<file path="src/daylight_illuminant_spectrum_assert.svh">
// Assertion macros shared by the daylight spectrum RTL.
`ifndef DAYLIGHT_ILLUMINANT_SPECTRUM_ASSERT_SVH
`define DAYLIGHT_ILLUMINANT_SPECTRUM_ASSERT_SVH

// same-cycle implication, disabled in reset
`define DIS_ASSERT_IMP(lbl, clk, rst_n, ante, cons, msg) \
  lbl: assert property (@(posedge clk) disable iff (!rst_n) (ante) |-> (cons)) \
    else $error(msg);

// next-cycle implication, disabled in reset
`define DIS_ASSERT_NXT(lbl, clk, rst_n, ante, cons, msg) \
  lbl: assert property (@(posedge clk) disable iff (!rst_n) (ante) |=> (cons)) \
    else $error(msg);

`endif

</file>
<file path="src/dis_pkg.sv">
// Shared types, constants and basis tables of the daylight spectrum block.
`default_nettype none

package dis_pkg;

  localparam int WlWidth           = 10;
  localparam int PowWidth          = 23;
  localparam int TempWidth         = 15;
  localparam int TabLen            = 107;
  localparam int IdxWidth          = 7;
  localparam int FracWidth         = 3;
  localparam int WeightWidth       = 24;
  localparam int SampleWidth       = 18;
  localparam int QueueDepthDefault = 4;

  localparam logic [TempWidth-1:0] TempReset = 15'd6504;

  typedef logic signed [14:0] tab_entry_t;

  // basis tables in hundredths, 300..830 nm at 5 nm
  localparam tab_entry_t S0Tab [TabLen] = '{
    4,302,600,1780,2960,4245,5530,5630,5730,5955,6180,6165,6150,
    6515,6880,6610,6340,6460,6580,8030,9480,9980,10480,10535,10590,10135,
    9680,10535,11390,11975,12560,12555,12550,12340,12130,12130,12130,11740,11350,
    11330,11310,11195,11080,10865,10650,10765,10880,10705,10530,10485,10440,10220,
    10000,9800,9600,9555,9510,9210,8910,8980,9050,9040,9030,8935,8840,
    8620,8400,8455,8510,8350,8190,8225,8260,8375,8490,8310,8130,7660,
    7190,7310,7430,7535,7640,6985,6330,6750,7170,7435,7700,7110,6520,
    5645,4770,5815,6860,6680,6500,6550,6600,6350,6100,5715,5330,5610,
    5890,6040,6190
  };
  localparam tab_entry_t S1Tab [TabLen] = '{
    2,226,450,1345,2240,3220,4200,4130,4060,4110,4160,3980,3800,
    4020,4240,4045,3850,3675,3500,3920,4340,4485,4630,4510,4390,4050,
    3710,3690,3670,3630,3590,3425,3260,3025,2790,2610,2430,2220,2010,
    1815,1620,1470,1320,1090,860,735,610,515,420,305,190,95,
    0,-80,-160,-255,-350,-350,-350,-465,-580,-650,-720,-790,-860,
    -905,-950,-1020,-1090,-1080,-1070,-1135,-1200,-1300,-1400,-1380,-1360,-1280,
    -1200,-1265,-1330,-1310,-1290,-1175,-1060,-1110,-1160,-1190,-1220,-1120,-1020,
    -900,-780,-950,-1120,-1080,-1040,-1050,-1060,-1015,-970,-900,-830,-880,
    -930,-955,-980
  };
  localparam tab_entry_t S2Tab [TabLen] = '{
    0,100,200,300,400,625,850,815,780,725,670,600,530,
    570,610,455,300,210,120,5,-110,-80,-50,-60,-70,-95,
    -120,-190,-260,-275,-290,-285,-280,-270,-260,-260,-260,-220,-180,
    -165,-150,-140,-130,-125,-120,-110,-100,-75,-50,-40,-30,-15,
    0,10,20,35,50,130,210,265,320,365,410,440,470,
    490,510,590,670,700,730,795,860,920,980,1000,1020,925,
    830,895,960,905,850,775,700,730,760,780,800,735,670,
    595,520,630,740,710,680,690,700,670,640,595,550,580,
    610,630,650
  };

  typedef struct packed {
    logic [WlWidth-1:0]   wl;
    logic [IdxWidth-1:0]  idx;
    logic [FracWidth-1:0] frac;
  } item_t;

  typedef struct packed {
    logic signed [WeightWidth-1:0] w1;
    logic signed [WeightWidth-1:0] w2;
  } weights_t;

endpackage

`default_nettype wire

</file>
<file path="src/dis_front.sv">
// Front end: takes wavelength beats, clamps and splits them into table index and fraction.
`default_nettype none

module dis_front (
  input  logic                          clk_i,
  input  logic                          rst_ni,
  input  logic                          in_valid_i,
  output logic                          in_stall_o,
  input  logic [dis_pkg::WlWidth-1:0]   wavelength_nm_i,
  input  logic                          busy_i,
  input  logic                          q_full_i,
  output logic                          push_o,
  output dis_pkg::item_t                item_o
);
  import dis_pkg::*;

  localparam logic [WlWidth-1:0]  WlFirst = 10'd300;
  localparam logic [WlWidth-1:0]  WlLast  = 10'd830;
  localparam logic [IdxWidth-1:0] IdxLast = IdxWidth'(TabLen - 1);

  logic                 valid_q;
  item_t                item_q, item_d;
  logic [WlWidth-1:0]   diff, rem;
  logic [16:0]          prod;
  logic [IdxWidth-1:0]  quo;
  logic                 accept, advance;

  // divide by 5 through a reciprocal, exact for diff below 530
  always_comb begin
    diff = wavelength_nm_i - WlFirst;
    prod = {7'd0, diff} * 17'd205;
    quo  = prod[16:10];
    rem  = diff - ({3'd0, quo} * 10'd5);
    item_d.wl = wavelength_nm_i;
    if (wavelength_nm_i >= WlLast) begin
      item_d.idx  = IdxLast;
      item_d.frac = '0;
    end else if (wavelength_nm_i > WlFirst) begin
      item_d.idx  = quo;
      item_d.frac = rem[FracWidth-1:0];
    end else begin
      item_d.idx  = '0;
      item_d.frac = '0;
    end
  end

  assign advance    = !valid_q || !q_full_i;
  assign in_stall_o = busy_i || !advance;
  assign accept     = in_valid_i && !in_stall_o;
  assign push_o     = valid_q && !q_full_i;
  assign item_o     = item_q;

  always_ff @(posedge clk_i or negedge rst_ni) begin
    if (!rst_ni) begin
      valid_q <= 1'b0;
    end else if (accept) begin
      valid_q <= 1'b1;
    end else if (push_o) begin
      valid_q <= 1'b0;
    end
  end

  always_ff @(posedge clk_i) begin
    if (accept) begin
      item_q <= item_d;
    end
  end

endmodule

`default_nettype wire

</file>
<file path="config.mk">
export PLATFORM = sky130hd
export DESIGN_NAME = dis_front
export DESIGN_NICKNAME = d
export VERILOG_FILES = /design/src/daylight_illuminant_spectrum_assert.svh /design/src/dis_pkg.sv /design/src/dis_front.sv
export SDC_FILE = /design/constraint.sdc
export NUM_CORES = 1
export LEC_CHECK = 0
export BUFFER_PORTS_ARGS = -buffer_cell sky130_fd_sc_hd__buf_4
export CELL_PAD_IN_SITES_DETAIL_PLACEMENT = 1
export CELL_PAD_IN_SITES_GLOBAL_PLACEMENT = 1
export CORE_ASPECT_RATIO = 1.4
export CORE_MARGIN = 2
export CORE_UTILIZATION = 41
export DETAILED_ROUTE_END_ITERATION = 12
export GPL_TIMING_DRIVEN = 0
export PLACE_DENSITY = 0.78
export SYNTH_ARGS = -nofsm -noshare
export SYNTH_HDL_FRONTEND = slang
export SYNTH_SLANG_ARGS = --single-unit
</file>
<file path="constraint.sdc">
create_clock -name clk_i -period 1.5 [get_ports clk_i]
set_clock_uncertainty 0.1 [all_clocks]
set_input_delay 0.3 -clock clk_i [delete_from_list [all_inputs] [get_ports clk_i]]
set_output_delay 0.3 -clock clk_i [all_outputs]
set_load 0.05 [all_outputs]
</file>
==> results of run 1 <==
[what timing repair did]
action	4_1_cts	5_1_grt
hold buffers	1	0
resized for setup	67	34
setup endpoints to repair	31	11
setup buffers	23	12
pin swaps	47	41
hold endpoints to repair	1	0
[final timing paths]
| check | start | end | slack (ns) | depth (start not counted) |
|---|---|---|---|---|
| min in group asynchronous | rst_ni | valid_q | 0.24 | 2 |
| max in group asynchronous | rst_ni | valid_q | 0.98 | 2 |
| min reg2reg | valid_q | valid_q | 0.46 | 1 |
| max | wavelength_nm_i[2] | item_o[2] | -3.21 | 20 |
| max reg2reg | valid_q | item_o[8] | 0.04 | 3 |
| min | wavelength_nm_i[3] | item_o[13] | 0.14 | 1 |
[metal layers]
metal / global-route usage [%] / share of wire [%] / vias to the layer above
met3: 1.22 / 2.2 / 17
li1: - / - / 846
met2: 44.5 / 56 / 52
met5: 0 / 0 / -
met1: 23.5 / 38 / 923
met4: 10.7 / 3.4 / 0
[final cells by class]
type                            count  area [um^2]
Tap cell                           68         85.1
Inverter                           41          159
Multi-Input combinational cell    147         2030
Timing Repair Buffer               71          602
Clock buffer                        4         45.0
Sequential cell                    21          626
Fill cell                         536         1890
[per-stage QoR]
step | util, % | TNS (ns) | setup slack (ns) | cells
detailed placement | 50.0 | -35.75 | -3.80 | 313
CTS | 60.8 | -27.34 | -3.21 | 341
global placement | 50.0 | -33.47 | -3.67 | 313
finish | 65.2 | -29.95 | -3.21 | 352
global route | 65.2 | -31.73 | -3.35 | 352
floorplan | - | -26.57 | -3.03 | 209
[worst max-delay path: stages]
cell and delay [ns]:
buf_12 0.12, ha_4 0.20, o21ai_4 0.23, xor2_2 0.14
ha_4 0.29, inv_4 0.03, fa_2 0.53, inv_2 0.04
fa_2 0.53, fa_2 0.45, ha_4 0.18, a21oi_4 0.17
o21ai_4 0.10, buf_4 0.15, a21o_4 0.22, xnor2_4 0.14
fa_2 0.37, xor2_2 0.16, xnor3_1 0.20, nor2_1 0.05
[flip-flops by register name, summed over array words and instances (netlist names)]
register	flops
item_o	20
valid_q	1
[synth_stat cells, drive strengths merged (2+ instances only)]
cell     n
nand2    5
ha      49
nand3    2
and2     3
inv     41
edfxtp  20
xnor2   13
o21ai   12
nor2    10
fa      17
xor2     9
a21oi   11
a21o     3
[cells by family after synthesis]
family          count (synthesis)  synth area share (%)
xor+xnor                       23                  9.75
flops                          21                  27.4
compound gates                 33                  9.04
buf+inv                        41                  6.74
fa+ha+maj                      66                  41.8
simple gates                   25                  5.32
==> impl_table.tex, run 1 <==
\begin{tabular}{lr}
\hline
Metric & Value \\
\hline
\multicolumn{2}{l}{\textbf{STA}} \\
Fin crit share & 314\% \\
Measured slew at the worst slew-check pin & 0.565 ns \\
Setup-violating endpoint count in the final report & 10 \\
Time the final worst path needs with I/O delays and setup & 4.71 ns \\
Maximum frequency from static timing analysis & 0.212 GHz \\
Max-slew violation count & 0 \\
Min Hold Slack & 0.140 ns \\
Endpoints failing hold & 0 \\
Final worst slack & -3.21 ns \\
Worst slew slack as a fraction of its limit & 62.4\% \\
RSZ-0062 raised after global routing & yes \\
\multicolumn{2}{l}{\textbf{Logic synthesis}} \\
Post-synthesis cell area & 2280 um\^{}2 \\
Post-synth EDFFs & 20 \\
Most area-hungry cell type in the Yosys netlist & ha\_1 \\
Number of different library cells in the post-synthesis netlist & 30 \\
Net count after synthesis & 290 \\
Register area share after synthesis & 27.4\% \\
Number of storage elements in the synthesis netlist & 21 \\
Post-synth top area share & 26.8\% \\
Synthesized area per cell & 10.9 um\^{}2 \\
Synthesis Warnings & 0 \\
Proportion of synthesized flip-flops having asynchronous set or reset & 4.76\% \\
Cells taking the most area after synthesis & ha\_1 (27\%), edfxtp\_1 (26\%), fa\_1 (15\%) \\
Count of mapped cells out of synthesis & 209 \\
Top FF cell, synth & edfxtp\_1 \\
\multicolumn{2}{l}{\textbf{Global routing}} \\
Sum of overflow across all layers after global routing & 0 \\
Total track usage & 22.8\% \\
Number of global-route vias before repair & 2085 \\
Antenna violations before repair & 0 \\
Maximum number of pins on one net before global-route repair & 22 \\
Global-route wire length before repair & 10.3 mm \\
\multicolumn{2}{l}{\textbf{Floorplan}} \\
Placement row count & 32 \\
Area of the die & 6190 um\^{}2 \\
Starting density of the core & 41.9\% \\
Count of boundary I/O pins & 37 \\
Die outline height & 92.3 um \\
Horizontal extent of the die & 67.1 um \\
Area inside the core boundary & 5450 um\^{}2 \\
\multicolumn{2}{l}{\textbf{Layout}} \\
Share of layout cells above drive strength 1 & 50.4\% \\
Growth of design area from synthesis to finish & 55.5\% \\
Nets & 366 \\
Antenna diode instance count & 0 \\
Most common cell after layout, fill and taps aside & buf\_4 \\
Post-route design area & 3550 um\^{}2 \\
Commonest non-fill, non-tap cells in the layout & buf\_4 (57), ha\_1 (33), inv\_1 (31), edfxtp\_1 (20), ha\_4 (15) \\
\multicolumn{2}{l}{\textbf{Placement}} \\
Post-DP HPWL & 4.29 mm \\
Routability Congestion & 0.765 \\
Area after DPL & 2720 um\^{}2 \\
IO buf count & 36 \\
\multicolumn{2}{l}{\textbf{Drt}} \\
Antenna violation net count after detailed routing & 0 \\
Detail-routed net length per standard cell & 20.8 um \\
\# DRC & 0 \\
Post-detailed-routing wire length & 7.33 mm \\
Detailed-route vias per instance & 5.22 \\
TritonRoute pass-1 iters & 4 \\
First DRT Iteration DRCs & 109 \\
Detailed-route via count & 1838 \\
\multicolumn{2}{l}{\textbf{Run status}} \\
Violations in the final reports & setup timing \\
Outcome & finished with violations \\
\multicolumn{2}{l}{\textbf{Critical path}} \\
CP startpoint kind & input pin \\
Data arrival time of the critical path & 4.62 ns \\
Worst Path Required & 1.41 ns \\
Kind of critical path & input pin to flip-flop \\
Maximum fanout along the worst path & 6 \\
Crit end category & flip-flop \\
\multicolumn{2}{l}{\textbf{CTS}} \\
TritonCTS buffer count & 3 \\
Max H-tree Level & 1 \\
Insertion delay to the later sink of the worst-skew pair & 0.27 ns \\
Clock slew at the register clock pins of the worst setup and hold paths & 0.08 ns \\
TritonCTS clock tree & yes \\
Root buffer selected by CTS & clkbuf\_8 \\
Clock sinks & 21 \\
CTS Buffer Depth & 2 \\
\multicolumn{2}{l}{\textbf{Hold path}} \\
Class of the tightest hold or removal check & input pin to flip-flop \\
\multicolumn{2}{l}{\textbf{Job}} \\
Max-cap viol count & 0 \\
\hline
\end{tabular}
Power of run 1 is not shown: default switching activity piles up to over one toggle a cycle in this logic, so the estimate is an artifact.
==> run 2, diff against run 1 <==
- CORE_UTILIZATION: 41 -> 49
- PLACE_DENSITY: 0.78 -> 0.88
- clock period: 1.5 -> 5.68 ns (I/O delays scaled with it)
==> run 2 against run 1 <==
The run still ends with setup timing left. Global-route usage is 9.0 points higher. Via count is 11% higher. Wire length is 35% higher. Worst setup slack better by 3.0 ns. Sequential share of layout area is 1.5 points higher. Hold slack better by 0.31 ns. Critical path depth is 1 higher. First-iteration DRC count is 76% higher. Cell area is 7.9% lower. Largest cell class unchanged. Highest routed layer unchanged.
==> impl_table.tex, run 2 (same netlist as run 1, synthesis figures left out) <==
\begin{tabular}{lr}
\hline
Metric & Value \\
\hline
\multicolumn{2}{l}{\textbf{Run status}} \\
Outcome & finished with violations \\
Violations in the final reports & setup timing \\
\multicolumn{2}{l}{\textbf{Layout}} \\
Max reg flops & 20 \\
Antenna diode instance count & 0 \\
Fill cell count & 451 \\
Share of layout cells above drive strength 1 & 38.9\% \\
End-of-flow core utilization & 72.7\% \\
Nets & 352 \\
Growth of design area from synthesis to finish & 43.2\% \\
Commonest non-fill, non-tap cells in the layout & buf\_4 (51), inv\_1 (37), ha\_1 (37), edfxtp\_1 (20), fa\_1 (13) \\
Most common cell after layout, fill and taps aside & buf\_4 \\
\multicolumn{2}{l}{\textbf{CTS}} \\
Max H-tree Level & 1 \\
Insertion delay to the later sink of the worst-skew pair & 0.29 ns \\
Clock sinks & 21 \\
TritonCTS buffer count & 3 \\
TritonCTS clock tree & yes \\
Clock slew at the register clock pins of the worst setup and hold paths & 0.09 ns \\
CTS Buffer Depth & 2 \\
Hold buffers post-CTS & 0 \\
Root buffer selected by CTS & clkbuf\_8 \\
\multicolumn{2}{l}{\textbf{STA}} \\
Fin crit share & 104\% \\
Measured slew at the worst slew-check pin & 1.04 ns \\
Final worst slack & -0.205 ns \\
Setup-violating endpoint count in the final report & 2 \\
Maximum frequency from static timing analysis & 0.170 GHz \\
Max-slew violation count & 0 \\
Time the final worst path needs with I/O delays and setup & 5.88 ns \\
Worst slew slack as a fraction of its limit & 30.7\% \\
RSZ-0062 raised after global routing & yes \\
Endpoints failing hold & 0 \\
\multicolumn{2}{l}{\textbf{Placement}} \\
IO buf count & 36 \\
Routability Congestion & 0.748 \\
Post-DP HPWL & 4.85 mm \\
\multicolumn{2}{l}{\textbf{Drt}} \\
\# DRC & 0 \\
Antenna violation net count after detailed routing & 0 \\
Post-detailed-routing wire length & 9.90 mm \\
Detailed-route via count & 2034 \\
Detailed-route vias per instance & 6.13 \\
TritonRoute pass-1 iters & 4 \\
First DRT Iteration DRCs & 192 \\
Detail-routed net length per standard cell & 29.8 um \\
\multicolumn{2}{l}{\textbf{Global routing}} \\
Met3 usage in global routing & 6.47\% \\
Number of global-route vias before repair & 2065 \\
Antenna violations before repair & 0 \\
Global-route wire length before repair & 11.5 mm \\
Global routing usage on met1 & 35.2\% \\
M2 GR Usage & 54.7\% \\
Total track usage & 31.8\% \\
Maximum number of pins on one net before global-route repair & 22 \\
Sum of overflow across all layers after global routing & 0 \\
Most utilized layer in the global route result & met2 \\
\multicolumn{2}{l}{\textbf{Critical path}} \\
Crit end category & flip-flop \\
Data arrival time of the critical path & 5.82 ns \\
CP startpoint kind & input pin \\
Worst Path Required & 5.62 ns \\
Depth of the most critical reg-to-reg path & 2 \\
Maximum fanout along the worst path & 7 \\
Kind of critical path & input pin to flip-flop \\
\multicolumn{2}{l}{\textbf{Floorplan}} \\
Count of boundary I/O pins & 37 \\
Starting density of the core & 50.8\% \\
Area inside the core boundary & 4500 um\^{}2 \\
Die outline height & 84.8 um \\
Horizontal extent of the die & 61.7 um \\
Placement row count & 29 \\
Area of the die & 5230 um\^{}2 \\
\multicolumn{2}{l}{\textbf{Hold path}} \\
Min-Delay Path Depth & 1 \\
Class of the tightest hold or removal check & flip-flop to flip-flop \\
\multicolumn{2}{l}{\textbf{Job}} \\
Max-cap viol count & 0 \\
\hline
\end{tabular}
[run 2: changes by cell type in the layout (fill, tap and decap cells not counted), moves of 3 or more]
| cell | delta |
|---|---|
| buf_4 | -6 |
| inv_2 | -6 |
| ha_4 | -4 |
| a21oi_1 | +5 |
| inv_1 | +6 |
| a21oi_2 | -4 |
| buf_6 | -8 |
| o21ai_0 | +7 |
| ha_1 | +4 |
| o21ai_2 | -3 |
| xnor2_1 | +3 |
| o21ai_1 | -3 |
[run 2: through the flow]
step                      area, um^2  worst slack, ns  TNS (ns)  hold slack [ns]  instances
after floorplan                 2280          0.00936         0            0.364        209
after global placement          2630           -0.617     -2.90            0.382        307
after detailed placement        2630           -0.807     -3.68            0.413        307
after CTS                       2950          0.00614         0            0.432        321
after global routing            3270           -0.171    -0.293            0.463        332
final                           3270           -0.205    -0.267            0.449        332
[run 2: repair_timing]
action,in CTS,in global routing
pin swaps,19,33
gates cloned,0,0
resized for setup,36,36
buffers inserted,10,11
setup endpoints to repair,8,5
[run 2: final timing paths]
path                              to  slack (ns)                from
max reg2reg                item_o[9]        3.69             valid_q
min                          valid_q        0.45             valid_q
max in group asynchronous    valid_q        4.89              rst_ni
max                        item_o[2]       -0.20  wavelength_nm_i[2]
min in group asynchronous    valid_q        0.51              rst_ni
min reg2reg                  valid_q        0.45             valid_q
[run 2: worst max-delay path, stage by stage]
cell and delay (ns):
buf_12 0.12, ha_4 0.19, o21ai_4 0.23, xor2_2 0.15, ha_4 0.30, inv_4 0.04
fa_1 0.43, inv_1 0.16, fa_2 0.48, fa_1 0.60, ha_4 0.24, a21oi_4 0.19
o21ai_4 0.11, xnor2_4 0.20, inv_2 0.12, ha_4 0.15, inv_4 0.03, fa_2 0.39
xor2_2 0.20, xnor3_1 0.27, nor2_1 0.07
[run 2: routing by layer]
layer,wire (um),share of wire [%]
met5,0,0
met4,674,6.8
met3,675,6.8
met2,5070,51
met1,3480,35
[run 2: final cells by class]
class	instances	area (um^2)	area share, %
tap	62	77.6	2.37
inverter	41	159	4.86
sequential	21	626	19.1
clock buffer	4	45.0	1.38
timing repair buffer	57	477	14.6
multi-input combinational	147	1890	57.7
Power of run 2 is left out for the same reason.
==> run 3, diff against run 2 <==
- MAX_ROUTING_LAYER: default -> met4
- PLACE_DENSITY: 0.88 -> default
- PLACE_DENSITY_LB_ADDON: default -> 0.1
==> run 3 against run 2 <==
The run still ends with setup timing left. Register-to-register slack better by 0.21 ns. Hold slack better by 0.017 ns. Worst setup slack improved by 0.13 ns. Count of clock-buffer cells in the layout fell by 1. Die area unchanged. Wire length fell by 25%. First-iteration DRC count shrank 65%. Critical endpoint unchanged.
==> impl_table.tex, run 3 (same netlist as run 1, synthesis figures left out) <==
\begin{tabular}{lr}
\hline
Metric & Value \\
\hline
\multicolumn{2}{l}{\textbf{Drt}} \\
Detailed-route vias per instance & 5.53 \\
First DRT Iteration DRCs & 67 \\
Detail-routed net length per standard cell & 22.4 um \\
TritonRoute pass-1 iters & 4 \\
Post-detailed-routing wire length & 7.41 mm \\
\# DRC & 0 \\
Detailed-route via count & 1824 \\
Antenna violation net count after detailed routing & 0 \\
\multicolumn{2}{l}{\textbf{Critical path}} \\
Data arrival time of the critical path & 5.77 ns \\
Crit end category & flip-flop \\
Worst Path Required & 5.70 ns \\
CP startpoint kind & input pin \\
Kind of critical path & input pin to flip-flop \\
Maximum fanout along the worst path & 5 \\
\multicolumn{2}{l}{\textbf{CTS}} \\
Insertion delay to the later sink of the worst-skew pair & 0.27 ns \\
Clock sinks & 21 \\
TritonCTS clock tree & yes \\
TritonCTS buffer count & 3 \\
CTS Buffer Depth & 2 \\
Hold buffers post-CTS & 0 \\
Clock slew at the register clock pins of the worst setup and hold paths & 0.07 ns \\
Max H-tree Level & 1 \\
Root buffer selected by CTS & clkbuf\_8 \\
\multicolumn{2}{l}{\textbf{Floorplan}} \\
Count of boundary I/O pins & 37 \\
Starting density of the core & 50.8\% \\
Area inside the core boundary & 4500 um\^{}2 \\
Area of the die & 5230 um\^{}2 \\
Die outline height & 84.8 um \\
Placement row count & 29 \\
Horizontal extent of the die & 61.7 um \\
\multicolumn{2}{l}{\textbf{Run status}} \\
Outcome & finished with violations \\
Violations in the final reports & setup timing \\
\multicolumn{2}{l}{\textbf{Layout}} \\
Share of layout cells above drive strength 1 & 35.8\% \\
Most common cell after layout, fill and taps aside & buf\_4 \\
Post-route design area & 3130 um\^{}2 \\
Nets & 350 \\
Commonest non-fill, non-tap cells in the layout & buf\_4 (52), ha\_1 (39), inv\_1 (36), edfxtp\_1 (20), fa\_1 (16) \\
End-of-flow core utilization & 69.7\% \\
Antenna diode instance count & 0 \\
Max reg flops & 20 \\
Growth of design area from synthesis to finish & 37.3\% \\
\multicolumn{2}{l}{\textbf{Placement}} \\
Area after DPL & 2630 um\^{}2 \\
IO buf count & 36 \\
Routability Congestion & 0.844 \\
Post-DP HPWL & 4.57 mm \\
\multicolumn{2}{l}{\textbf{STA}} \\
Measured slew at the worst slew-check pin & 0.894 ns \\
Worst slew slack as a fraction of its limit & 40.4\% \\
Endpoints failing hold & 0 \\
Fin crit share & 101\% \\
Min Hold Slack & 0.466 ns \\
Maximum frequency from static timing analysis & 0.174 GHz \\
RSZ-0062 raised after global routing & yes \\
Max-slew violation count & 0 \\
Time the final worst path needs with I/O delays and setup & 5.76 ns \\
Final worst slack & -0.0755 ns \\
Setup-violating endpoint count in the final report & 1 \\
\multicolumn{2}{l}{\textbf{Global routing}} \\
Total track usage & 26.3\% \\
Number of global-route vias before repair & 1965 \\
Maximum number of pins on one net before global-route repair & 22 \\
Sum of overflow across all layers after global routing & 0 \\
Global-route wire length before repair & 9.60 mm \\
Antenna violations before repair & 0 \\
\multicolumn{2}{l}{\textbf{Hold path}} \\
Class of the tightest hold or removal check & flip-flop to flip-flop \\
\multicolumn{2}{l}{\textbf{Job}} \\
Max-cap viol count & 0 \\
\hline
\end{tabular}
-- run 3: cell types whose count changed in the layout (fill, tap and decap cells not counted), moves of 2 or more --
cell	delta
buf_12	-2
fa_1	+3
fa_2	-3
ha_1	+2
ha_4	-3
inv_2	+3
inv_4	-2
nand2_1	+2
nor2_2	+2
nor2_4	-2
-- run 3: stage by stage --
step	worst slack, ns	cells	setup TNS [ns]
CTS	0.00575	320	0
global route	-0.274	330	-0.395
global placement	-0.659	307	-2.93
detailed placement	-0.779	307	-3.51
finish	-0.0755	330	-0.0755
floorplan	0.00936	209	0
-- run 3: area by class of cell --
class,count,area (um^2)
clock buffers,3,41.3
clock inverters,1,5.00
fillers,475,1370
inverters,41,154
multi-input cells,147,1800
flip-flops and latches,21,626
well taps,62,77.6
repair buffers,55,433
-- run 3: repair_timing --
item                                    4_1_cts  5_1_grt
setup buffers                                 9       10
pin swaps                                    18       21
endpoints found under the setup margin        7        7
gates resized for setup                      26       26
-- run 3: worst paths after layout --
check,startpoint,to,slack [ns],cells past startpoint
max in group asynchronous,rst_ni,valid_q,4.88,1
hold / removal,valid_q,valid_q,0.47,1
hold reg to reg,valid_q,valid_q,0.47,1
min in group asynchronous,rst_ni,valid_q,0.52,1
setup reg to reg,valid_q,item_o[4],3.90,2
setup / recovery,wavelength_nm_i[3],item_o[2],-0.08,21
-- run 3: worst max-delay path, cell delays in order --
cell and delay [ns]:
buf_6 0.12, ha_4 0.18, o21ai_4 0.27, xor2_4 0.13
ha_1 0.31, inv_2 0.06, fa_1 0.55, inv_1 0.07
fa_1 0.47, fa_1 0.49, ha_1 0.31, nand2_1 0.10
o21ai_4 0.21, xnor2_4 0.14, inv_2 0.10, ha_4 0.13
inv_2 0.03, fa_2 0.35, xor2_2 0.20, xnor3_1 0.26
nor2_1 0.14
-- run 3: routing by layer --
layer / GRT usage, % / wire [um] / vias up
li1: - / - / 818
met1: 25.9 / 2340 / 913
met2: 50.0 / 4520 / 64
met3: 1.69 / 220 / 29
met4: 10.3 / 324 / 0
met5: - / 0 / -
Power of run 3 is left out for the same reason.
